--- src/design/hpq_ram.sv ---
// Generic single-write, single-read RAM with registered read data.
// Stand-alone; holds one half of one heap level.
`default_nettype none

module hpq_ram #(
  parameter int  WIDTH = 32,
  parameter int  DEPTH = 2,
  localparam int AW    = (DEPTH > 1) ? $clog2(DEPTH) : 1
) (
  input  wire logic             clk_i,
  input  wire logic             we_i,
  input  wire logic [AW-1:0]    waddr_i,
  input  wire logic [WIDTH-1:0] wdata_i,
  input  wire logic [AW-1:0]    raddr_i,
  output logic      [WIDTH-1:0] rdata_o
);

  logic [WIDTH-1:0] mem [DEPTH];

  always_ff @(posedge clk_i) begin
    if (we_i) mem[waddr_i] <= wdata_i;
    rdata_o <= mem[raddr_i];
  end

endmodule

`default_nettype wire

--- config.mk ---
export PLATFORM = sky130hd
export DESIGN_NAME = hpq_ram
export DESIGN_NICKNAME = d
export VERILOG_FILES = /design/src/design/hpq_ram.sv
export SDC_FILE = /design/constraint.sdc
export NUM_CORES = 1
export LEC_CHECK = 0
export ABC_CLOCK_PERIOD_IN_PS = 2600
export BUFFER_PORTS_ARGS = -buffer_cell sky130_fd_sc_hd__buf_2
export CORE_ASPECT_RATIO = 0.6
export CORE_MARGIN = 5
export CORE_UTILIZATION = 53
export DETAILED_ROUTE_END_ITERATION = 12
export PLACE_DENSITY = 0.78
export SLEW_MARGIN = 10
export SYNTH_ARGS = -nofsm -noshare
export SYNTH_HDL_FRONTEND = slang
export SYNTH_SLANG_ARGS = --single-unit
export TNS_END_PERCENT = 20
--- constraint.sdc ---
create_clock -name clk_i -period 2.6 [get_ports clk_i]
set_input_delay 0.39 -clock clk_i [delete_from_list [all_inputs] [get_ports clk_i]]
set_output_delay 0.39 -clock clk_i [all_outputs]
set_load 0.005 [all_outputs]
### Yosys cells after proc, flatten, opt, wreduce, memory -nomap -nowiden

Memory sizes are Yosys's and may differ from the RTL's. A register that Yosys moved wholly into a read port is not among the register bits.
Cells that the tools add are included.

* bits in latches: 0
* register bits: 0
* RAM bits: 64
* logic and storage cells: 3
* bits in read-only memories: 0
* input bits: 36
* memories: 1

Memories
* mem: words 2, bits a word 32, read ports 1, clocked after memory_dff 1, wr ports 1, RTL line 18 `logic [WIDTH-1:0] mem [DEPTH];`

* order comparisons: 0
* bitwise operators: 0
* equal/unequal tests: 0
* shift operators: 0
* reductions and logical operators: 0
* mux-type cells: 2
* divide/modulo/power cells: 0
* add/subtract/negate cells: 0
* multiply operators: 0

Operators with widths (number)
* 1-bit 2-to-1 mux: 2

### Longest topological paths before layout

Gate-level depths: netlist of run 1.

* depth after elaboration: 2
* depth in mapped cells: 3
* gate-level depth less buffers: 1

### Worst setup path after synthesis of run 1

Ideal clock, no wire load.

* path kind: input port to flip-flop
* from: input port waddr_i
* to: memory mem[0][0] (enable)
* data required time: 2.175 ns
* stages on the path: 1
* setup slack: 0.332 ns
* arrival time: 1.842 ns
* cells stage by stage: nor2b_1

RTL lines
* from (decl): RTL line 12 `input wire logic [AW-1:0] waddr_i,`
* to (decl): RTL line 18

No word-level cell before the write port.

### Worst setup path after layout of run 1

* from: register rdata_o[9], read port of mem
* to: output port rdata_o[9]

RTL lines
* from (decl): RTL line 15 `output logic [WIDTH-1:0] rdata_o`

No word-level cell between the ends.

==> results of run 1 <==
[cells by family after synthesis]
kind of cell           Yosys count  share of synthesized area
DFF                             96                      0.821
muxes                           32                      0.152
buffers and inverters            4                     0.0229
and+or+nand+nor                  2                    0.00401
[sequential cells by signal, summed over array words and instances, names as in the netlist]
register	count
mem	64
rdata_o	32
[metrics by stage]
| stage | total power, mW | setup WS (ns) | hold WS, ns |
|---|---|---|---|
| 3_5_place_dp | 2.02 | 1.09 | 0.455 |
| 2_1_floorplan | 1.92 | 0.332 | 0.448 |
| 4_1_cts | 2.94 | 1.39 | 0.196 |
| 3_3_place_gp | 2.01 | 1.09 | 0.453 |
| 5_1_grt | 3.03 | 1.36 | 0.190 |
| 6_report | 2.91 | 1.41 | 0.218 |
[final timing paths]
path / start / to / slack (ns) / cells past startpoint
setup / recovery: rdata_o[9] / rdata_o[9] / 1.41 / 1
hold / removal: wdata_i[28] / mem[0][28] / 0.22 / 1
setup reg to reg: mem[0][22] / rdata_o[22] / 1.83 / 1
hold reg to reg: mem[1][26] / rdata_o[26] / 0.47 / 1
[area by class of cell]
type / count / area, um^2 / share of cell area
flip-flops and latches: 96 / 2560 / 0.689
multi-input cells: 34 / 493 / 0.132
repair buffers: 70 / 370 / 0.0995
clock buffers: 10 / 128 / 0.0343
well taps: 80 / 100 / 0.0269
clock inverters: 6 / 67.6 / 0.0182
[cells in the final DEF, fill, tap and decap left out]
master	instances
clkbuf_1	1
clkinv_4	1
bufinv_16	1
clkinv_2	1
dfxtp_1	32
mux2_2	2
mux2_4	30
nor2b_4	1
clkbuf_8	9
edfxtp_1	64
buf_12	1
and2_1	1
buf_2	67
buf_4	2
inv_6	1
clkinvlp_4	2
[power groups by stage]
stage,combinational [mW],sequential [mW],clock (mW)
after floorplan,0.107,1.81,0
after global placement,0.199,1.81,0
after detailed placement,0.203,1.81,0
after CTS,0.204,1.78,0.961
after global routing,0.216,1.79,1.03
final,0.200,1.78,0.933
[layer usage]
metal	global-route usage	vias up
met1	0.153	665
met3	0.0623	8
met2	0.197	50
met5	0	-
met4	0.0588	0
li1	-	654
==> metrics.md, run 1 <==
| Metric | Value |
|---|---|
| Outcome | `complete, no violations` |
| Syn_area_per_cell | `23.3 um^2` |
| CP required | `2.21 ns` |
| H-tree depth | `3` |
| Fin. Hold Viols | `0` |
| P_leak | `1.51 nW` |
| Upper clock frequency limit | `844 MHz` |
| TNS Setup | `0 ns` |
| Fin crit period | `1.19 ns` |
| Synth top cells by count | `edfxtp_1 (64), dfxtp_1 (32), mux2_4 (30)` |
| Total iterations of the first detailed-routing run | `4` |
| First-pass GRT wire length | `7060 um` |
| Design area | `3720 um^2` |
| Die Wd | `109 um` |
| Routability Congestion | `0.664` |
| Worst vdd ir | `0.000427 V` |
| Internal | `2.31 mW` |
| HP Class | `input pin to register` |
| Crit-path leading delay family | `flip-flops` |
| Die area | `7570 um^2` |
| DP Cell Count | `280` |
| Setup Fix Bufs, Post-CTS | `0` |
| Antenna fix cells | `0` |
| Initial core utilization | `0.552` |
| DR top layer | `met4` |
| Crit path DAT | `0.80 ns` |
| Switching share of power | `0.205` |
| Met3 wire len | `350 um` |
| Clk pwr share | `0.321` |
| Vias in the first global route | `1438` |
| CTS Buf Count | `9` |
| Final Util | `0.659` |
| Layout net count | `247` |
| Syn Nets | `170` |
| CP Max Fanout | `1` |
| Layout area overhead | `19.3%` |
| Routed WL per cell | `15.4 um` |
| HPWL Detailed | `3030 um` |
| Comb pwr share | `0.069` |
| Number of I/O pins | `68` |
| Rel. slew slack | `0.677` |
| Vias/cell | `4.65` |
| Nature of the critical path startpoint | `register` |
| RSZ-0062 raised after global routing | `false` |
| Critical path's slowest cell | `dfxtp_1` |
| Period utilization | `0.456` |
| Dominant synthesized flop cell | `edfxtp_1` |
| Remaining DRCs | `0` |
| Core area | `5650 um^2` |
| Critical Path Sink Type | `output port` |
| Row count | `21` |
| FF+latch count, synth | `96` |
| Total GRT Usage | `0.128` |
| # port buffers | `67` |
| Share of layout cells above drive strength 1 | `0.546` |
| CTS tree | `built` |
| Initial antenna violation count | `0` |
| Die Y | `69.4 um` |
| Clk_lat worst skew | `0.35 ns` |
| # hold bufs at CTS | `0` |
| CTS Buffer Depth | `2` |
| DP Area | `3530 um^2` |
| Clock sink count | `96` |
| Total gr overflow | `0` |
| Number of synthesized flops with an enable pin | `64` |
| CP Class | `register to output port` |
| Yosys top cell by area | `edfxtp_1` |
| Largest net degree at the start of global routing | `33` |
| YS warnings | `0` |
| Max_cap viols | `0` |
| Number of fill cells | `391` |
| Netlist cell types | `8` |
| Clock root buffer | `clkbuf_8` |
| Initial DRC count | `62` |
| Routed WL | `4550 um` |
| Final antenna-violating net count | `0` |
| Met2 WL post-DR | `2140 um` |
| Final max-slew violation count | `0` |
| Net Sw Power | `0.595 mW` |
| Asr flop ratio synth | `0` |
| Final cell count without fillers | `296` |
| Part of the power in registers | `0.611` |
| Mapped Cells | `134` |
| Seq/Total Area, Yosys | `0.822` |
| M1 WL | `1990 um` |
| Post_cts resized | `0` |
| Buffers plus inverters on the worst setup path | `1` |
| Setup Skew | `0.00759 ns` |
| Cell Pwr Density | `782 nW/um^2` |
| Yosys top cell area share | `0.616` |
| Worst-path cell chain | `buf_2` |
| Clk slew on worst S/H paths | `0.09 ns` |
| Final setup vio count | `0` |
| Most common cell in the netlist | `edfxtp_1` |
| Worst slew pin tran | `0.485 ns` |
| Vias | `1377` |
| Post-Syn Area | `3120 um^2` |
| Crit-path max cell delay | `0.33 ns` |
| Largest cells by area after synthesis | `edfxtp_1 (62%), dfxtp_1 (21%), mux2_4 (14%), buf_12 (1.9%), mux2_2 (0.72%)` |
(Power assumes the default switching activity.)
==> inputs of run 2 (changes only) <==
ABC_CLOCK_PERIOD_IN_PS = 1100   (was 2600)
clock period = 1.1 ns   (was 2.6 ns; I/O delays follow)
==> run 2 against run 1 <==
Against the previous run:
- sequential share of layout area shrank 5.8 points
- clock skew shrank 0.0026 ns
- cell area grew 9.2%
- sequential power grew 140%
- utilization grew 6.1 points
- largest power group unchanged
- highest routed layer unchanged
==> metrics.md, run 2 (synthesis results as in run 1) <==
| Metric | Value |
|---|---|
| Clock sink count | `96 (unchanged)` |
| Critical Path Sink Type | `output port (unchanged)` |
| Most frequent cells in the layout | `buf_2 (67), edfxtp_1 (64), dfxtp_1 (32), mux2_4 (30), dlygate4sd3_1 (30) (was buf_2 (67), edfxtp_1 (64), dfxtp_1 (32), mux2_4 (30), clkbuf_8 (9))` |
| H-tree depth | `3 (unchanged)` |
| # port buffers | `67 (unchanged)` |
| Clk slew on worst S/H paths | `0.09 ns (about the same)` |
| Final antenna-violating net count | `0 (unchanged)` |
| Initial core utilization | `0.552 (unchanged)` |
| CTS Buffer Depth | `2 (unchanged)` |
| Die Y | `69.4 um (unchanged)` |
| DP Cell Count | `281 (was 280)` |
| Worst slew pin tran | `0.191 ns (was 0.485 ns)` |
| Fin crit period | `0.983 ns` |
| Total gr overflow | `0 (unchanged)` |
| Max_cap viols | `0 (unchanged)` |
| Crit-path leading delay family | `flip-flops (unchanged)` |
| Initial DRC count | `36 (was 62)` |
| CP Class | `register to output port (unchanged)` |
| Worst vdd ir | `0.00105 V (was 0.000427 V)` |
| Setup Skew | `0.00498 ns (was 0.00759 ns)` |
| Number of I/O pins | `68 (unchanged)` |
| Remaining DRCs | `0 (unchanged)` |
| Total iterations of the first detailed-routing run | `3 (was 4)` |
| RSZ-0062 raised after global routing | `false (unchanged)` |
| Max reg flops | `64 (unchanged)` |
| Routability Congestion | `0.676 (was 0.664)` |
| CP Max Fanout | `1 (unchanged)` |
| Number of fill cells | `360 (was 391)` |
| Setup Fix Bufs, Post-CTS | `0 (unchanged)` |
| Layout net count | `278 (was 247)` |
| HPWL Detailed | `2900 um (was 3030 um)` |
| Vias/cell | `4.41 (was 4.65)` |
| Period utilization | `0.893` |
| Crit path DAT | `0.82 ns (was 0.80 ns)` |
| Final setup vio count | `0 (unchanged)` |
| Critical path's slowest cell | `dfxtp_1 (unchanged)` |
| DR top layer | `met4 (unchanged)` |
| Outcome | `complete, no violations (unchanged)` |
| Total power | `6.96 mW (was 2.91 mW)` |
| P_leak | `1.66 nW (was 1.51 nW)` |
| Clk_lat worst skew | `0.34 ns (was 0.35 ns)` |
| Most common cell after layout, fill and taps aside | `buf_2 (unchanged)` |
| CTS Buf Count | `9 (unchanged)` |
| Crit path from | `rdata_o[19] (was rdata_o[9])` |
| Row count | `21 (unchanged)` |
| Largest regs | `mem (64), rdata_o (32) (unchanged)` |
| Share of layout cells above drive strength 1 | `0.482 (was 0.546)` |
| Nature of the critical path startpoint | `register (unchanged)` |
| M1 WL | `2100 um (was 1990 um)` |
| Fin. Hold Viols | `0 (unchanged)` |
| Met3 wire len | `389 um (was 350 um)` |
| CP required | `0.94 ns (was 2.21 ns)` |
| Vias in the first global route | `1521 (was 1438)` |
| Final cell count without fillers | `327 (was 296)` |
| Cell Pwr Density | `1710 nW/um^2 (was 782 nW/um^2)` |
| Crit-path max cell delay | `0.35 ns (was 0.33 ns)` |
| Vias | `1443 (was 1377)` |
| Hold_sp | `wdata_i[7] (was wdata_i[28])` |
| Rel. slew slack | `0.872 (was 0.677)` |
| Worst-path cell chain | `buf_2 (unchanged)` |
| Reg2Reg Launch Point | `mem[0][6] (was mem[0][22])` |
| Final max-slew violation count | `0 (unchanged)` |
| HP Class | `input pin to register (unchanged)` |
| TNS Setup | `0 ns (unchanged)` |
| Total GRT Usage | `0.134 (was 0.128)` |
| Routed WL | `4740 um (was 4550 um)` |
| Upper clock frequency limit | `1020 MHz` |
| Initial antenna violation count | `0 (unchanged)` |
| CTS tree | `built (unchanged)` |
| Largest Register | `mem (unchanged)` |
| Buffers plus inverters on the worst setup path | `1 (unchanged)` |
| First-pass GRT wire length | `7320 um (was 7060 um)` |
| Core area | `5650 um^2 (unchanged)` |
| Clock root buffer | `clkbuf_8 (unchanged)` |
| R2R Setup Slk | `0.34 ns (was 1.83 ns)` |
| Routed WL per cell | `14.5 um (was 15.4 um)` |
| Antenna fix cells | `0 (unchanged)` |
| Die area | `7570 um^2 (unchanged)` |
| Largest net degree at the start of global routing | `33 (unchanged)` |
| Layout area overhead | `30.3% (was 19.3%)` |
| Met2 WL post-DR | `2200 um (was 2140 um)` |
| Die Wd | `109 um (unchanged)` |
==> run 2: path summary, 6_finish.rpt <==
| kind | to | depth (start not counted) |
|---|---|---|
| worst max register to register | rdata_o[6] | 1 |
| worst max-delay path | rdata_o[19] | 1 |
| worst min-delay path | mem[1][7] | 1 |
| worst min register to register | rdata_o[3] | 1 |
==> run 2: cell type report <==
type                    instances  area [um^2]  share of cell area
clock buffers                   9          124              0.0305
well taps                      80          100              0.0246
clock inverters                 7         70.1              0.0172
flip-flops and latches         96         2560               0.630
multi-input cells              34          493               0.121
repair buffers                101          716               0.176
==> run 2: what timing repair did <==
item / in CTS / in global routing
hold endpoints to repair: 49 / 8
gates resized for setup: 0 / 0
hold buffers: 25 / 5
==> run 2: metrics by stage <==
step / utilization / hold WS, ns / cell area [um^2] / setup WS, ns
finish: 0.720 / 0.0324 / 4070 / 0.117
global route: 0.720 / 0.00379 / 4070 / 0.0568
CTS: 0.711 / 0.00189 / 4020 / 0.123
detailed placement: 0.632 / 0.357 / 3570 / 0.0957
floorplan: - / 0.264 / 3130 / -0.252
global placement: 0.632 / 0.354 / 3570 / 0.118
==> run 2: metal layers <==
layer / track usage / vias to the layer above
li1: - / 718
met2: 0.200 / 50
met4: 0.0336 / 0
met1: 0.162 / 668
met3: 0.0837 / 7
met5: 0 / -
==> run 2: power breakdown <==
part | internal, mW | leakage, nW | switching (mW) | total (mW)
logic | 0.366 | 0.689 | 0.212 | 0.578
registers | 4.13 | 0.871 | 0.0657 | 4.19
clock network | 1.05 | 0.101 | 1.13 | 2.18
==> inputs of run 3 (changes only) <==
ABC_CLOCK_PERIOD_IN_PS = 1200   (was 1100)
CORE_UTILIZATION = 57   (was 53)
CTS_CLUSTER_DIAMETER = 200   (was not set)
PLACE_DENSITY = 0.83   (was 0.78)
clock period = 1.2 ns   (was 1.1 ns; I/O delays follow)
==> run 3 against run 2 <==
Against the previous run:
- first-iteration DRC count increased by 47%
- hold slack got worse by 0.0050 ns
- critical endpoint is now rdata_o[4]
- combinational power decreased by 15%
- register-to-register slack improved by 0.09 ns
- sequential cell count unchanged
- clock skew increased by 0.0054 ns
- critical path depth unchanged
- non-clock buffer count decreased by 17
- cell area decreased by 4.2%
- highest routed layer unchanged
- utilization increased by 3.2 points
- clock power about the same
==> metrics.md, run 3 (synthesis results as in run 1) <==
| Metric | Value |
|---|---|
| Number of fill cells | `305 (was 360)` |
| Post_cts resized | `0 (unchanged)` |
| Crit path DAT | `0.86 ns (was 0.82 ns)` |
| Total gr overflow | `0 (unchanged)` |
| TNS Setup | `0 ns (unchanged)` |
| Final max-slew violation count | `0 (unchanged)` |
| HPWL Detailed | `3280 um (was 2900 um)` |
| Initial antenna violation count | `0 (unchanged)` |
| Layout net count | `261 (was 278)` |
| Crit path from | `rdata_o[4] (was rdata_o[19])` |
| Die Y | `67.3 um (was 69.4 um)` |
| GR Layer Usage met3 | `0.0716 (was 0.0837)` |
| # port buffers | `67 (unchanged)` |
| Most used routing layer | `met2 (unchanged)` |
| CP Class | `register to output port (unchanged)` |
| Die Wd | `106 um (was 109 um)` |
| H-tree depth | `3 (unchanged)` |
| R2R Setup Slk | `0.43 ns (was 0.34 ns)` |
| Reg2Reg Launch Point | `mem[0][13] (was mem[0][6])` |
| P_leak | `1.58 nW (was 1.66 nW)` |
| Rel. slew slack | `0.848 (was 0.872)` |
| Most common cell after layout, fill and taps aside | `buf_2 (unchanged)` |
| Routed WL per cell | `16.8 um (was 14.5 um)` |
| Initial core utilization | `0.602 (was 0.552)` |
| Worst hold slack | `0.0275 ns (was 0.0324 ns)` |
| Total iterations of the first detailed-routing run | `4 (was 3)` |
| Worst slew pin tran | `0.230 ns (was 0.191 ns)` |
| Worst-path cell chain | `buf_2 (unchanged)` |
| Met2 Use GR | `0.254 (was 0.200)` |
| Period utilization | `0.865` |
| Most frequent cells in the layout | `buf_2 (67), edfxtp_1 (64), dfxtp_1 (32), mux2_4 (30), dlygate4sd3_1 (12) (was buf_2 (67), edfxtp_1 (64), dfxtp_1 (32), mux2_4 (30), dlygate4sd3_1 (30))` |
| R2r endpoint | `rdata_o[13] (was rdata_o[6])` |
| Nature of the critical path startpoint | `register (unchanged)` |
| Fin. Hold Viols | `0 (unchanged)` |
| Die area | `7100 um^2 (was 7570 um^2)` |
| Switching share of power | `0.195 (was 0.202)` |
| Clk slew on worst S/H paths | `0.09 ns (about the same)` |
| Clock root buffer | `clkbuf_8 (unchanged)` |
| Clock sink count | `96 (unchanged)` |
| Core area | `5180 um^2 (was 5650 um^2)` |
| Clk_lat worst skew | `0.35 ns (was 0.34 ns)` |
| CTS Buf Count | `9 (unchanged)` |
| Final antenna-violating net count | `0 (unchanged)` |
| Critical Path Sink Type | `output port (unchanged)` |
| Share of layout cells above drive strength 1 | `0.517 (was 0.482)` |
| Upper clock frequency limit | `963 MHz` |
| CP required | `1.02 ns (was 0.94 ns)` |
| Routability Congestion | `0.688 (was 0.676)` |
| Largest net degree at the start of global routing | `29 (was 33)` |
| Met1 global-route usage | `0.174 (was 0.162)` |
| Buffers plus inverters on the worst setup path | `1 (unchanged)` |
| Setup Skew | `0.0104 ns (was 0.00498 ns)` |
| RSZ-0062 raised after global routing | `false (unchanged)` |
| Antenna fix cells | `0 (unchanged)` |
| Worst reg-to-reg path cell count | `1 (unchanged)` |
| Number of I/O pins | `68 (unchanged)` |
| Design area | `3890 um^2 (was 4070 um^2)` |
| Clk pwr share | `0.335 (was 0.314)` |
| Part of the power in registers | `0.590 (was 0.603)` |
| Row count | `20 (was 21)` |
| Net Sw Power | `1.27 mW (was 1.41 mW)` |
| Remaining DRCs | `0 (unchanged)` |
| Outcome | `complete, no violations (unchanged)` |
| HP Class | `input pin to register (unchanged)` |
| Critical path's slowest cell | `dfxtp_1 (unchanged)` |
| CTS tree | `built (unchanged)` |
| Initial DRC count | `53 (was 36)` |
| Final Util | `0.752 (was 0.720)` |
| Total GRT Usage | `0.152 (was 0.134)` |
| Routed WL | `4980 um (was 4740 um)` |
| Largest Register | `mem (unchanged)` |
| Worst vdd ir | `0.00138 V (was 0.00105 V)` |
| CP Max Fanout | `1 (unchanged)` |
| Vias/cell | `4.84 (was 4.41)` |
| Vias in the first global route | `1548 (was 1521)` |
| Layout area overhead | `24.9% (was 30.3%)` |
| CTS Buffer Depth | `2 (unchanged)` |
| Crit-path leading delay family | `flip-flops (unchanged)` |
| DP Area | `3560 um^2 (was 3570 um^2)` |
| Total power | `6.53 mW (was 6.96 mW)` |
| Cell Pwr Density | `1680 nW/um^2 (was 1710 nW/um^2)` |
| Crit-path max cell delay | `0.38 ns (was 0.35 ns)` |
| First-pass GRT wire length | `7730 um (was 7320 um)` |
| Crit path to | `rdata_o[4] (was rdata_o[19])` |
| Final setup vio count | `0 (unchanged)` |
| Internal | `5.26 mW (was 5.55 mW)` |
| Vias | `1433 (was 1443)` |
| WP depth | `1 (unchanged)` |
| Fin crit period | `1.04 ns` |
| Largest regs | `mem (64), rdata_o (32) (unchanged)` |
| Comb pwr share | `0.075 (was 0.083)` |
| Max_cap viols | `0 (unchanged)` |
| Max reg flops | `64 (unchanged)` |
[run 3: worst min path at each step]
stage | to | startpoint | slack [ns] | cells after the start
finish | mem[0][22] | wdata_i[22] | 0.03 | 1
global route | mem[1][20] | wdata_i[20] | 0.0007 | 1
CTS | mem[0][3] | wdata_i[3] | 0.001 | 1
detailed placement | mem[1][7] | wdata_i[7] | 0.37 | 1
global placement | mem[1][7] | wdata_i[7] | 0.37 | 1
floorplan | mem[0][0] | wdata_i[0] | 0.28 | 0
[run 3: what timing repair did]
action / in CTS / in global routing
endpoints found under the hold margin: 14 / 10
setup endpoints to repair: 0 / 0
setup buffers: 0 / 0
hold buffers: 7 / 5
[run 3: power groups by stage]
stage / Clock (mW) / Combinational (mW) / Sequential [mW]
after detailed placement: 0 / 0.464 / 3.93
after global placement: 0 / 0.453 / 3.91
after global routing: 2.41 / 0.530 / 3.88
after CTS: 2.25 / 0.485 / 3.86
final: 2.19 / 0.491 / 3.85
after floorplan: 0 / 0.234 / 3.93
[run 3: cell type report]
| class | instances | area (um^2) | share of cell area |
|---|---|---|---|
| clock buffers | 11 | 131 | 0.0337 |
| multi-input cells | 34 | 493 | 0.127 |
| repair buffers | 84 | 543 | 0.139 |
| clock inverters | 5 | 82.6 | 0.0212 |
| well taps | 66 | 82.6 | 0.0212 |
| flip-flops and latches | 96 | 2560 | 0.658 |
[run 3: stage by stage]
step | setup WS [ns] | std cells
2_1_floorplan | -0.167 | 134
6_report | 0.162 | 296
3_5_place_dp | 0.128 | 268
5_1_grt | 0.133 | 296
3_3_place_gp | 0.171 | 268
4_1_cts | 0.147 | 291
[run 3: per-layer routing]
layer  routed length, um  up-vias
met2                2410       63
met4                  42        0
met5                   0        -
met3                 410        4
met1                2120      683
li1                    -      683
