<file path="config.mk">
export PLATFORM = sky130hd
export DESIGN_NAME = hpq_level
export DESIGN_NICKNAME = d
export VERILOG_FILES = /design/src/design/hpq_pkg.sv /design/src/design/hpq_level.sv
export SDC_FILE = /design/constraint.sdc
export NUM_CORES = 1
export LEC_CHECK = 0
export BUFFER_PORTS_ARGS = -buffer_cell sky130_fd_sc_hd__buf_2
export CAP_MARGIN = 5
export CORE_AREA = 2 2 204 206
export CTS_CLUSTER_SIZE = 24
export DETAILED_ROUTE_END_ITERATION = 10
export DIE_AREA = 0 0 206 208
export GPL_TIMING_DRIVEN = 0
export PLACE_DENSITY = 0.51
export SLEW_MARGIN = 20
export SYNTH_ARGS = -nofsm -noshare
export SYNTH_HDL_FRONTEND = slang
export SYNTH_SLANG_ARGS = --single-unit
</file>
<file path="constraint.sdc">
create_clock -name clk_i -period 8.21 [get_ports clk_i]
set_input_delay 0.4105 -clock clk_i [delete_from_list [all_inputs] [get_ports clk_i]]
set_output_delay 0.4105 -clock clk_i [all_outputs]
set_load 0.005 [all_outputs]
</file>
<file path="src/design/hpq_pkg.sv">
// Shared types, constants and helpers of the binary max-heap queue.
// Used by the level cells and the top level; depends on nothing else.
`default_nettype none

package hpq_pkg;

  localparam int CAPACITY    = 64;
  localparam int KEY_WIDTH   = 32;
  localparam int LEVELS      = $clog2(CAPACITY + 1);
  localparam int OFF_W       = LEVELS - 1;
  localparam int CNT_W       = $clog2(CAPACITY + 1);
  localparam int IDX_W       = CNT_W + 1;
  localparam int LVL_W       = $clog2(LEVELS + 1);
  localparam int KEY_FIELD_W = 32;
  localparam int OUT_CNT_W   = 7;
  localparam int STATUS_W    = 2;
  localparam int OUT_DATA_W  = 2 * KEY_FIELD_W + OUT_CNT_W + 1;

  typedef logic [KEY_WIDTH-1:0] key_t;

  typedef enum logic [STATUS_W-1:0] {
    ST_DONE  = 2'd0,
    ST_FULL  = 2'd1,
    ST_EMPTY = 2'd2
  } status_e;

  typedef enum logic {
    CMD_PUSH = 1'b0,
    CMD_POP  = 1'b1
  } cmd_e;

  // one request travelling along the chain: an offset within a level and a key
  typedef struct packed {
    logic             vld;
    logic [OFF_W-1:0] off;
    key_t             val;
  } hpq_msg_t;

  // words per half (even or odd offsets) of one level's store
  function automatic int level_depth(int k);
    int n;
    int rest;
    int d;
    n    = 1 << k;
    rest = CAPACITY + 1 - (1 << k);
    if (rest < n) n = rest;
    d = (n + 1) / 2;
    if (d < 1) d = 1;
    return d;
  endfunction

  // tree level of a heap index, given index plus one
  function automatic logic [LVL_W-1:0] level_of(logic [CNT_W-1:0] pos1);
    logic [LVL_W-1:0] lvl;
    lvl = '0;
    for (int i = 0; i < CNT_W; i++) begin
      if (pos1[i]) lvl = LVL_W'(i);
    end
    return lvl;
  endfunction

  // strict a < b, unsigned or two's complement
  function automatic logic key_less(key_t a, key_t b, logic sgn);
    key_t flip;
    flip = '0;
    flip[KEY_WIDTH-1] = sgn;
    return (a ^ flip) < (b ^ flip);
  endfunction

endpackage

`default_nettype wire

</file>
<file path="src/design/hpq_level.sv">
// One heap level cell: reads its sibling-pair store, compares and hands the
// moving key to the level above or below. Depends on hpq_pkg.
`default_nettype none

module hpq_level import hpq_pkg::*; (
  input  wire logic             clk_i,
  input  wire logic             rst_ni,
  input  wire logic             cmp_signed_i,
  input  wire logic [IDX_W-1:0] base_i,
  input  wire logic [CNT_W-1:0] lim_i,
  input  wire hpq_msg_t         dn_i,
  input  wire hpq_msg_t         up_i,
  input  wire hpq_msg_t         fetch_i,
  input  wire hpq_msg_t         wr_hi_i,
  input  wire hpq_msg_t         wr_lo_i,
  output hpq_msg_t              dn_o,
  output hpq_msg_t              up_o,
  output hpq_msg_t              wr_up_o,
  output hpq_msg_t              wr_dn_o,
  output hpq_msg_t              fetch_o,
  output logic                  done_o,
  output logic      [OFF_W-1:0] raddr_o,
  output logic      [OFF_W-1:0] waddr_o,
  output key_t                  wdata_o,
  output logic                  we_even_o,
  output logic                  we_odd_o,
  input  wire key_t             rd_even_i,
  input  wire key_t             rd_odd_i
);

  logic             pend_dn_q, pend_up_q, pend_fe_q;
  logic [OFF_W-1:0] off_q;
  key_t             val_q;

  logic [IDX_W-1:0] left_idx, child_idx, grand_idx;
  logic             right_ok, sel;
  key_t             child, parent;
  logic [OFF_W-1:0] coff, poff;
  hpq_msg_t         self_wr, wr_all;

  // request address: children pair, parent word, or a plain fetch
  always_comb begin
    if (dn_i.vld) begin
      raddr_o = dn_i.off;
    end else if (up_i.vld) begin
      raddr_o = up_i.off >> 2;
    end else begin
      raddr_o = fetch_i.off >> 1;
    end
  end

  always_ff @(posedge clk_i or negedge rst_ni) begin
    if (!rst_ni) begin
      pend_dn_q <= 1'b0;
      pend_up_q <= 1'b0;
      pend_fe_q <= 1'b0;
    end else begin
      pend_dn_q <= dn_i.vld;
      pend_up_q <= up_i.vld;
      pend_fe_q <= fetch_i.vld;
    end
  end

  always_ff @(posedge clk_i) begin
    if (dn_i.vld) begin
      off_q <= dn_i.off;
      val_q <= dn_i.val;
    end else if (up_i.vld) begin
      off_q <= up_i.off;
      val_q <= up_i.val;
    end else begin
      off_q <= fetch_i.off;
      val_q <= fetch_i.val;
    end
  end

  assign left_idx  = base_i + IDX_W'({off_q, 1'b0});
  assign right_ok  = (left_idx + IDX_W'(1)) < IDX_W'(lim_i);
  assign sel       = right_ok && !key_less(rd_odd_i, rd_even_i, cmp_signed_i);
  assign child     = sel ? rd_odd_i : rd_even_i;
  assign coff      = OFF_W'({off_q, sel});
  assign child_idx = left_idx + IDX_W'(sel);
  assign grand_idx = {child_idx[IDX_W-2:0], 1'b1};
  assign poff      = off_q >> 1;
  assign parent    = poff[0] ? rd_odd_i : rd_even_i;

  always_comb begin
    dn_o    = '0;
    up_o    = '0;
    wr_up_o = '0;
    wr_dn_o = '0;
    fetch_o = '0;
    self_wr = '0;
    done_o  = 1'b0;
    if (pend_dn_q) begin
      if (key_less(val_q, child, cmp_signed_i)) begin
        wr_up_o = '{vld: 1'b1, off: off_q, val: child};
        if (grand_idx < IDX_W'(lim_i)) begin
          dn_o = '{vld: 1'b1, off: coff, val: val_q};
        end else begin
          // no grandchildren: settle the key in the vacated child slot
          self_wr = '{vld: 1'b1, off: coff, val: val_q};
          done_o  = 1'b1;
        end
      end else begin
        wr_up_o = '{vld: 1'b1, off: off_q, val: val_q};
        done_o  = 1'b1;
      end
    end
    if (pend_up_q) begin
      if (key_less(parent, val_q, cmp_signed_i)) begin
        wr_dn_o = '{vld: 1'b1, off: off_q, val: parent};
        up_o    = '{vld: 1'b1, off: poff, val: val_q};
      end else begin
        wr_dn_o = '{vld: 1'b1, off: off_q, val: val_q};
        done_o  = 1'b1;
      end
    end
    if (pend_fe_q) begin
      fetch_o = '{vld: 1'b1, off: off_q, val: off_q[0] ? rd_odd_i : rd_even_i};
    end
  end

  // at most one writer is active in any cycle
  assign wr_all    = hpq_msg_t'(wr_hi_i | wr_lo_i | self_wr);
  assign waddr_o   = wr_all.off >> 1;
  assign wdata_o   = wr_all.val;
  assign we_even_o = wr_all.vld & ~wr_all.off[0];
  assign we_odd_o  = wr_all.vld & wr_all.off[0];

endmodule

`default_nettype wire

</file>
Yosys cells after proc, flatten, opt, wreduce, memory -nomap -nowiden
Cells that the tools add are included.
Word-level totals
  bits in latches: 0
  word-level logic and storage cells: 52
  register bits: 41
  memory bits (read-only): 0
  input port bits: 277
  output and inout port bits: 242
  memories: 0
  RAM bits: 0
Cells by class
  shift-type cells: 0
  multipliers: 0
  mux-type cells: 27
  bitwise gates (word level): 10
  eq/ne operators: 0
  magnitude comparators: 5
  div/mod/pow operators: 0
  add/subtract/negate cells: 3
  reduce and logical (&&, ||, !) cells: 2
Operators by type and width (number)
  2-to-1 mux 39 bit: 11
  2-to-1 mux 32 bit: 7
  XOR 32 bit: 5
  < comparator 32 bit: 3
  OR 39 bit: 2
  2-to-1 mux 6 bit: 3
  < comparator 8 x 7 -> 1 bit: 2
  adder 8 x 1 -> 8 bit (second input constant): 1
  adder 8 x 7 -> 8 bit: 1
  adder 7 x 1 -> 7 bit: 1
  2-to-1 mux 1 bit: 5
  2-to-1 mux 5 bit: 1
  AND 1 bit: 2
  logical AND 1 bit: 1
  logical NOT 1 bit: 1
  inverter 1 bit: 1

Logic depth before layout (Yosys ltp)
Gate-level depths: netlist of run 1.
  depth in word-level cells: 12
  depth in mapped cells: 28

Least setup slack after synthesis of run 1
OpenSTA, ideal clock, no wires.
  kind: input port to output port
  start: input port base_i[1]
  end: output port we_even_o
  arrival time: 5.565 ns
  buffers on the path: 4
  data required time: 7.799 ns
  stages on the path: 27
  setup slack: 2.234 ns
  cell sequence: ha_1 -> fa_1 -> xor2_1 -> o211ai_1 -> a2111oi_4 -> nand2_1 -> xnor2_1 -> ha_1 -> o21ai_0 -> a21oi_1 -> nor2_1 -> nand3_1 -> buf_2 -> buf_2 -> mux2i_1 -> ha_1 -> a21o_1 -> a21oi_1 -> nor2_1 -> a211oi_1 -> o21ai_0 -> a2111oi_0 -> o21ai_4 -> nor2b_1 -> buf_4 -> buf_6 -> o21ba_2
Between the ends
  longest elaborated chain between the ends: 12
  elaborated cells between the ends (all ways): 15
RTL lines
  start: declaration: line hpq_level.sv:9  | input wire logic [IDX_W-1:0] base_i,
  adder 8 x 7 -> 8 bit (*): line hpq_level.sv:77  | assign left_idx = base_i + IDX_W'({off_q, 1'b0});
  adder 8 x 1 -> 8 bit: line hpq_level.sv:78  | assign right_ok = (left_idx + IDX_W'(1)) < IDX_W'(lim_i);
  < comparator 8 x 7 -> 1 bit: line hpq_level.sv:78
  logical AND 1 bit: line hpq_level.sv:79  | assign sel = right_ok && !key_less(rd_odd_i, rd_even_i, cmp_signed_i);
  adder 7 x 1 -> 7 bit / 2-to-1 mux 32 bit (equally long branches): line hpq_level.sv:82, hpq_level.sv:80
  < comparator 8 x 7 -> 1 bit / XOR 32 bit (equally long branches): line hpq_level.sv:98, hpq_pkg.sv:67
  2-to-1 mux 39 bit / < comparator 32 bit (equally long branches): line hpq_level.sv:98, hpq_pkg.sv:67
  2-to-1 mux 39 bit (*): line hpq_level.sv:96  | if (key_less(val_q, child, cmp_signed_i)) begin
  2-to-1 mux 39 bit (*): line hpq_level.sv:95  | if (pend_dn_q) begin
  OR 39 bit (*): line hpq_level.sv:125  | assign wr_all = hpq_msg_t'(wr_hi_i | wr_lo_i | self_wr);
  inverter 1 bit: line hpq_level.sv:128  | assign we_even_o = wr_all.vld & ~wr_all.off[0];
  AND 1 bit (*): line hpq_level.sv:128
  end: declaration: line hpq_level.sv:25  | output logic we_even_o,
Every way passes the cells marked *; elsewhere a longest branch is shown, timed or not.

Worst setup path after layout of run 1
  start: register off_q[0]
  end: output port waddr_o[0]
Between the ends
  longest elaborated chain between the ends: 10
  elaborated cells between the ends (all ways): 13
RTL lines
  start: declaration: line hpq_level.sv:32  | logic [OFF_W-1:0] off_q;
  start signal: assignment: line hpq_level.sv:66  | off_q <= dn_i.off;
  start signal: assignment: line hpq_level.sv:69  | off_q <= up_i.off;
  start signal: assignment: line hpq_level.sv:72  | off_q <= fetch_i.off;
  adder 8 x 7 -> 8 bit: line hpq_level.sv:77
  adder 8 x 1 -> 8 bit: line hpq_level.sv:78
  < comparator 8 x 7 -> 1 bit: line hpq_level.sv:78
  logical AND 1 bit: line hpq_level.sv:79
  adder 7 x 1 -> 7 bit / 2-to-1 mux 32 bit (equally long branches): line hpq_level.sv:82, hpq_level.sv:80
  < comparator 8 x 7 -> 1 bit / XOR 32 bit (equally long branches): line hpq_level.sv:98, hpq_pkg.sv:67
  2-to-1 mux 39 bit / < comparator 32 bit (equally long branches): line hpq_level.sv:98, hpq_pkg.sv:67
  2-to-1 mux 39 bit (*): line hpq_level.sv:96
  2-to-1 mux 39 bit (*): line hpq_level.sv:95
  OR 39 bit (*): line hpq_level.sv:125
  end: declaration: line hpq_level.sv:23  | output logic [OFF_W-1:0] waddr_o,
Marks and branches as above.

==> flow_summary.ini, run 1 <==
[synthesis]
yosysTopAreaCell = ha_1
ys_warn_count = 0
syn_inst = 1073
synth_cell_types = 53
synth.cell_area_mm2 = 0.00796
synth-seq-cells = 41
synth-edff-count = 0
synth_top_cell_area_share = 0.178
syn_avg_cell_area_um2 = 7.42
synthArstFlopShare = 0.0732
synth_area_leaders = ha_1 18%, mux2i_1 16%, dfxtp_1 9.6%, o21ai_0 5.7%, nor2b_1 5.6%
ys.flop_type = dfxtp_1
yosysSeqAreaShare = 0.105

[worst_setup_path]
cp.arrival_ns = 7.19
worstSetupPathType = flop to primary output
max_stage_delay_ns = 0.66
cp-end-kind = primary output
path_max_fanout = 10
cp_slowest_cell = nor3_1
worstPathRequired_ns = 7.80
start_kind = flop

[global_routing]
first_global_vias = 10500
antenna_found_initial = 2
grtUsageTotal = 0.222
grt_pass1_wl_um = 69000
gr-total-overflow = 0
grt_max_degree = 14

[final_layout]
final_nets = 1994
layout-drive-gt1-share = 0.353
post-route-util = 0.283
syn_to_final_growth_pct = 44.2

[sta]
rsz0062_at_grt = false
setup_viol = 0
slew_headroom = 0.303
report.final.hold_viol_count = 0
finalCriticalPeriod_ns = 7.60
finalMaxSlewViolations = 0
tightest_slew_ns = 1.05
max_freq_ghz = 0.132
fin_crit_sh = 0.925

[min_path]
hold_class = input port to flop
whs_endpoint = pend_fe_q$_DFF_PN0_
hold-path-cell-count = 1
worstHoldStart = fetch_i[38]

[place]
portBuffers = 515
gp_congestion = 0.919
place_hpwl_um = 41200

[clock_tree]
clock-sinks = 41
cts_inserted_buffers = 5
cts-htree-levels = 2
cts_buffer_depth = 2
cts.clk_slew.worst_paths_ns = 0.08
cts_tree = done
cts-root-buf = clkbuf_16

[floorplan]
io-pin-count = 519
core_mm2 = 0.0406
initial_utilization = 0.196
rows = 74
die-area_mm2 = 0.0428
die_h_um = 208
die_w_um = 206

[detailed_routing]
vias = 10300
drtIter0Drc = 509
drtPass1Iterations = 4
avgRoutedWirePerCell_um = 23.1
drc = 0
wirelength_um = 49500
ant_nets = 0
viasPerCell = 4.80

[outcome]
outcome = finished clean

[pwr]
p_per_area_mw_per_mm2 = 139
ir_drop_mv = 0.0688
p_leak_nw = 6.48
power.total_w = 0.00159

[run]
cap_violations = 0
[area by class of cell]
| class | instances | area [µm²] |
|---|---|---|
| antenna | 4 | 10.0 |
| timing repair buffer | 521 | 2630 |
| buffer | 78 | 365 |
| multi-input combinational | 881 | 6540 |
| tap | 532 | 666 |
| fill | 4566 | 29100 |
| sequential | 41 | 837 |
| inverter | 75 | 282 |
| clock inverter | 3 | 17.5 |
| clock buffer | 5 | 125 |
[placed cells by master (no fill, tap or decap), types with 37 or more instances in the layout]
master    instances
buf_2           525
mux2i_1         128
ha_1            113
nand2_1          94
o21ai_0          90
inv_1            75
nor2b_1          70
clkbuf_1         48
nand3_1          42
a21oi_1          40
a211o_1          38
and3_1           37
dfxtp_1          37
[power breakdown]
group          internal (W)  switching, W  leakage (nW)
clock              0.000112      0.000104        0.0696
sequential         0.000217     0.0000449         0.355
combinational      0.000448      0.000663          6.05
[worst max path at each step]
stage	startpoint	endpoint	slack, ns	cells after the start
finish	off_q[0]$_DFF_P_	waddr_o[0]	0.61	29
detailed placement	base_i[1]	waddr_o[0]	-0.45	30
global route	off_q[1]$_DFF_P_	waddr_o[0]	0.04	28
CTS	off_q[0]$_DFF_P_	waddr_o[0]	0.1	29
floorplan	base_i[1]	we_even_o	2.23	27
global placement	base_i[1]	waddr_o[0]	-1.31	29
[registers in the layout (all words and copies together) (netlist names)]
signal and flops:
val_q 32, off_q 6, pend_fe_q 1, pend_dn_q 1, pend_up_q 1
[logic make-up after synthesis]
group / share of synthesized area
AND/OR/NAND/NOR: 0.234
AO/OA/AOI/OAI: 0.220
buffers and inverters: 0.0783
multiplexers: 0.161
adder cells (fa/ha/maj): 0.180
flip-flops: 0.105
XOR/XNOR: 0.0209
other: 0.000471
[synth_stat cells (all sizes together) (33+ instances only)]
master and instances:
ha 113, clkbuf 51, inv 75, and3 37, nand2 94, o31ai 33
a211o 38, mux2i 128, dfxtp 38, nor3 36, nand3 42, a21oi 40
o21ai 93, nor2b 71
[repair_timing]
item,4_1_cts,5_1_grt
setup endpoints to repair,98,90
hold endpoints to repair,3,0
cloned,0,1
resized for setup,5,11
setup buffers,0,4
hold buffers,1,0
pin swaps,0,1
[critical path: cells and delay by family (launching register included)]
family	cells	cell delay [ns]
xor+xnor	2	0.56
mux	1	0.34
flops	1	0.31
compound gates	9	1.84
fa+ha+maj	4	1.14
buf+inv	7	1.49
simple gates	6	1.16
[layer usage]
layer,wire length (µm),global-route usage,vias up,share of wire
li1,-,-,4924,-
met4,919,0.0483,2,0.019
met5,13,0,-,0.00026
met3,2850,0.0348,43,0.058
met2,25200,0.408,423,0.51
met1,20500,0.267,4878,0.41
[metrics by stage]
| stage | std cells | setup TNS (ns) | cell area [µm²] | worst slack, ns | hold slack, ns |
|---|---|---|---|---|---|
| after floorplan | 1074 | 0 | 7960 | 2.23 | 0.115 |
| after global placement | 2121 | -58.91 | 11200 | -1.31 | 0.231 |
| after detailed placement | 2122 | -7.32 | 11200 | -0.454 | 0.232 |
| after CTS | 2131 | 0 | 11400 | 0.0955 | 0.182 |
| after global routing | 2136 | 0 | 11500 | 0.0364 | 0.190 |
| final | 2140 | 0 | 11500 | 0.614 | 0.207 |
Power figures use the tool's default switching activity.
==> run 2: changes to the inputs <==
--- a/config.mk
+++ b/config.mk
@@ -13,6 +13,7 @@
 export DIE_AREA = 0 0 206 208
 export GPL_TIMING_DRIVEN = 0
 export PLACE_DENSITY = 0.51
+export REMOVE_ABC_BUFFERS = 1
 export SLEW_MARGIN = 20
 export SYNTH_ARGS = -nofsm -noshare
 export SYNTH_HDL_FRONTEND = slang
==> flow_summary.ini, run 2 (synthesis gave the netlist of run 1 again) <==
[sta]
rsz0062_at_grt = false
slew_headroom = 0.435
setup_tns_ns = 0
setup_viol = 0
report.final.hold_viol_count = 0
max_freq_ghz = 0.132
tightest_slew_ns = 0.847
fin_crit_sh = 0.925
finalMaxSlewViolations = 0
finalCriticalPeriod_ns = 7.60

[floorplan]
core_mm2 = 0.0406
io-pin-count = 519
die_h_um = 208
rows = 74
initial_utilization = 0.196
die_w_um = 206
die-area_mm2 = 0.0428

[place]
gp_congestion = 0.817
place_area_mm2 = 0.0113
place_hpwl_um = 33800
placed_cells = 2059
portBuffers = 516

[final_layout]
reg.largest.list = val_q x32, off_q x6
syn_to_final_growth_pct = 45.8
fin_area_mm2 = 0.0116
final_nets = 1932
layout-drive-gt1-share = 0.367
top_register = val_q
largest_reg_flops = 32
layout.cells.non_filler = 2077
layout_commonest_cell = buf_2
post-route-util = 0.286
layout_common_cells = 514 x buf_2, 127 x mux2i_1, 113 x ha_1, 94 x nand2_1, 89 x o21ai_0

[worst_setup_path]
worstSetupPathType = flop to primary output
cp-end-kind = primary output
cp_slowest_cell = dfxtp_4
path_max_fanout = 28
cpMostUsedCell = ha_1
start_kind = flop
worstPathRequired_ns = 7.80
max_stage_delay_ns = 0.47
cp.arrival_ns = 7.19

[global_routing]
grt_pass1_wl_um = 60000
gr-total-overflow = 0
antenna_found_initial = 3
grtUsageTotal = 0.189
first_global_vias = 10000
grt_max_degree = 80

[detailed_routing]
avgRoutedWirePerCell_um = 20.3
wirelength_um = 42100
ant_nets = 0
viasPerCell = 4.77
drtPass1Iterations = 5
drc = 0
drtIter0Drc = 463
vias = 9902

[outcome]
outcome = finished clean

[clock_tree]
cts.clk_slew.worst_paths_ns = 0.07
cts_buffer_depth = 2
cts_inserted_buffers = 5
cts-root-buf = clkbuf_16
cts-htree-levels = 2
clock-sinks = 41
cts_tree = done

[pwr]
ir_drop_mv = 0.103
p_per_area_mw_per_mm2 = 142
p_leak_nw = 6.49

[run]
cap_violations = 0

[min_path]
hold_class = input port to flop
==> run 2: cell types whose count changed in the layout (fill, tap and decap cells not counted), moves of 5 or more <==
cell,delta
buf_4,-5
buf_1,-5
clkbuf_1,-48
buf_16,+10
buf_12,+5
buf_2,-11
==> run 2: final cells by class <==
class,instances,area (µm²)
clock buffers,5,125
multi-input cells,880,6590
clock inverters,3,41.3
flip-flops and latches,41,852
diodes,3,7.51
well taps,532,666
inverters,75,282
repair buffers,538,3030
fillers,4467,29000
==> run 2: critical path, delay by kind of cell, from the launching register on <==
| family | cells | cell delay [ns] |
|---|---|---|
| DFF | 1 | 0.47 |
| muxes | 1 | 0.30 |
| xor gates and xnor gates | 3 | 0.66 |
| buffers and inverters | 5 | 0.94 |
| adders and majority gates | 4 | 1.33 |
| AOI/OAI and AO/OA | 5 | 1.31 |
| and+or+nand+nor | 9 | 1.78 |
==> run 2: path summary, 6_finish.rpt <==
check	from	end	slack (ns)	depth (start not counted)
max	off_q[0]$_DFF_P_	wdata_o[20]	0.61	27
min	fetch_i[38]	pend_fe_q$_DFF_PN0_	0.19	1
min in group asynchronous	rst_ni	pend_dn_q$_DFF_PN0_	0.42	2
max in group asynchronous	rst_ni	pend_up_q$_DFF_PN0_	7.66	2
==> run 2: timing repair <==
action | in CTS | in global routing
endpoints found under the setup margin | 48 | 75
hold endpoints to repair | 3 | 0
gates resized for setup | 2 | 6
hold buffers | 1 | 0
buffers inserted | 2 | 4
==> run 2: per-stage QoR <==
stage | power [W] | hold slack [ns] | setup WS [ns]
6_report | 0.00165 | 0.190 | 0.614
2_1_floorplan | 0.000819 | 0.115 | -1.27
5_1_grt | 0.00178 | 0.166 | 0.0456
3_5_place_dp | 0.00137 | 0.213 | -0.247
4_1_cts | 0.00166 | 0.165 | 0.00204
3_3_place_gp | 0.00131 | 0.208 | -7.45
==> run 2: metal layers <==
layer | part of all wire | routed length [µm] | track usage | vias to the layer above
met4 | 0.026 | 1090 | 0.0586 | 0
li1 | - | - | - | 4809
met3 | 0.062 | 2600 | 0.0301 | 53
met5 | 0 | 0 | 0 | -
met1 | 0.42 | 17600 | 0.224 | 4615
met2 | 0.49 | 20800 | 0.344 | 425
==> run 2: report_power, final <==
group	leakage, nW	total [W]	internal, W	switching [W]
logic	6.06	0.00111	0.000499	0.000616
registers	0.353	0.000270	0.000217	0.0000532
clock network	0.0775	0.000261	0.000143	0.000117
==> run 3: changes to the inputs <==
--- a/config.mk
+++ b/config.mk
@@ -8,6 +8,7 @@
 export BUFFER_PORTS_ARGS = -buffer_cell sky130_fd_sc_hd__buf_2
 export CAP_MARGIN = 5
 export CORE_AREA = 2 2 204 206
+export CTS_BUF_LIST = sky130_fd_sc_hd__clkbuf_8
 export CTS_CLUSTER_SIZE = 24
 export DETAILED_ROUTE_END_ITERATION = 10
 export DIE_AREA = 0 0 206 208
==> flow_summary.ini, run 3 (synthesis gave the netlist of run 1 again) <==
[final_layout]
reg.largest.list = val_q x32, off_q x6
fin_area_mm2 = 0.0115
top_register = val_q
largest_reg_flops = 32
final_nets = 1932
layout_commonest_cell = buf_2
layout_common_cells = 514 x buf_2, 127 x mux2i_1, 113 x ha_1, 94 x nand2_1, 89 x o21ai_0
syn_to_final_growth_pct = 45.0
layout-drive-gt1-share = 0.367
post-route-util = 0.285

[detailed_routing]
drtIter0Drc = 485
viasPerCell = 4.77
drc = 0
avgRoutedWirePerCell_um = 20.3
drtPass1Iterations = 5
vias = 9908
ant_nets = 0
wirelength_um = 42100

[place]
portBuffers = 516
place_hpwl_um = 33800
place_area_mm2 = 0.0113
gp_congestion = 0.817

[clock_tree]
cts_tree = done
cts_inserted_buffers = 5
clock-sinks = 41
cts_buffer_depth = 2
cts-root-buf = clkbuf_8
cts-htree-levels = 2
cts.clk_slew.worst_paths_ns = 0.10

[pwr]
p_per_area_mw_per_mm2 = 137
p_leak_nw = 6.46
ir_drop_mv = 0.0826
power.total_w = 0.00159

[worst_setup_path]
cp_slowest_cell = dfxtp_4
worstSetupPathType = flop to primary output
cpMostUsedCell = ha_1
cp-end-kind = primary output
path_max_fanout = 28
worstPathRequired_ns = 7.80
start_kind = flop
max_stage_delay_ns = 0.48
cp.arrival_ns = 7.22
crit_path_start = off_q[0]$_DFF_P_

[floorplan]
die_h_um = 208
die-area_mm2 = 0.0428
die_w_um = 206
io-pin-count = 519
core_mm2 = 0.0406
initial_utilization = 0.196
rows = 74

[outcome]
outcome = finished clean

[sta]
setup_viol = 0
slew_headroom = 0.436
setup_tns_ns = 0
tightest_slew_ns = 0.847
fin_crit_sh = 0.930
finalMaxSlewViolations = 0
max_freq_ghz = 0.131
report.final.hold_viol_count = 0
finalCriticalPeriod_ns = 7.63

[global_routing]
first_global_vias = 10000
grtUsageTotal = 0.189
grt_max_degree = 80
grt_pass1_wl_um = 60000
gr-total-overflow = 0
antenna_found_initial = 3

[min_path]
hold_class = input port to flop
worstHoldStart = fetch_i[38]

[run]
cap_violations = 0
-- run 3: worst max-delay path: cells and delay by family (launching register included) --
| kind | cells | cell delay, ns |
|---|---|---|
| flops | 1 | 0.48 |
| mux | 1 | 0.17 |
| compound gates | 5 | 1.31 |
| buf+inv | 6 | 1.19 |
| xor+xnor | 2 | 0.52 |
| simple gates | 9 | 1.78 |
| fa+ha+maj | 4 | 1.34 |
-- run 3: per-layer routing --
layer,wire (µm),global-route usage,vias to the layer above,part of all wire
li1,-,-,4805,-
met2,20800,0.344,425,0.50
met3,2610,0.0301,48,0.062
met5,0,0,-,0
met1,17600,0.224,4630,0.42
met4,1070,0.0586,0,0.025
-- run 3: what timing repair did --
action | CTS | global route
setup buffers | 2 | 4
resized for setup | 3 | 5
endpoints found under the hold margin | 3 | 0
hold buffers | 1 | 0
endpoints found under the setup margin | 50 | 80
-- run 3: per-stage QoR --
stage          hold slack, ns  cells  setup slack [ns]
6_report                0.151   2076             0.577
5_1_grt                 0.104   2076           -0.0255
4_1_cts                 0.105   2070           0.00591
3_5_place_dp            0.213   2059            -0.247
3_3_place_gp            0.208   2044             -7.45
2_1_floorplan           0.115    996             -1.27
-- run 3: worst paths after layout --
path	slack (ns)	cells after the start	end
max in group asynchronous	7.70	2	pend_up_q$_DFF_PN0_
worst max-delay path	0.58	27	wdata_o[20]
min in group asynchronous	0.38	2	pend_dn_q$_DFF_PN0_
worst min-delay path	0.15	1	pend_fe_q$_DFF_PN0_
-- run 3: where the power goes --
group / leakage [nW] / switching (W) / internal, W / total [W]
Combinational: 6.06 / 0.000616 / 0.000499 / 0.00111
Clock: 0.0518 / 0.000110 / 0.0000901 / 0.000200
Sequential: 0.353 / 0.0000535 / 0.000217 / 0.000271
-- run 3: final cells by class --
type                       count  area [µm²]
timing repair buffer         538        3030
fill                        4472       29000
tap                          532         666
multi-input combinational    880        6590
inverter                      75         282
clock inverter                 3        41.3
clock buffer                   5        68.8
antenna                        2        5.00
sequential                    41         852
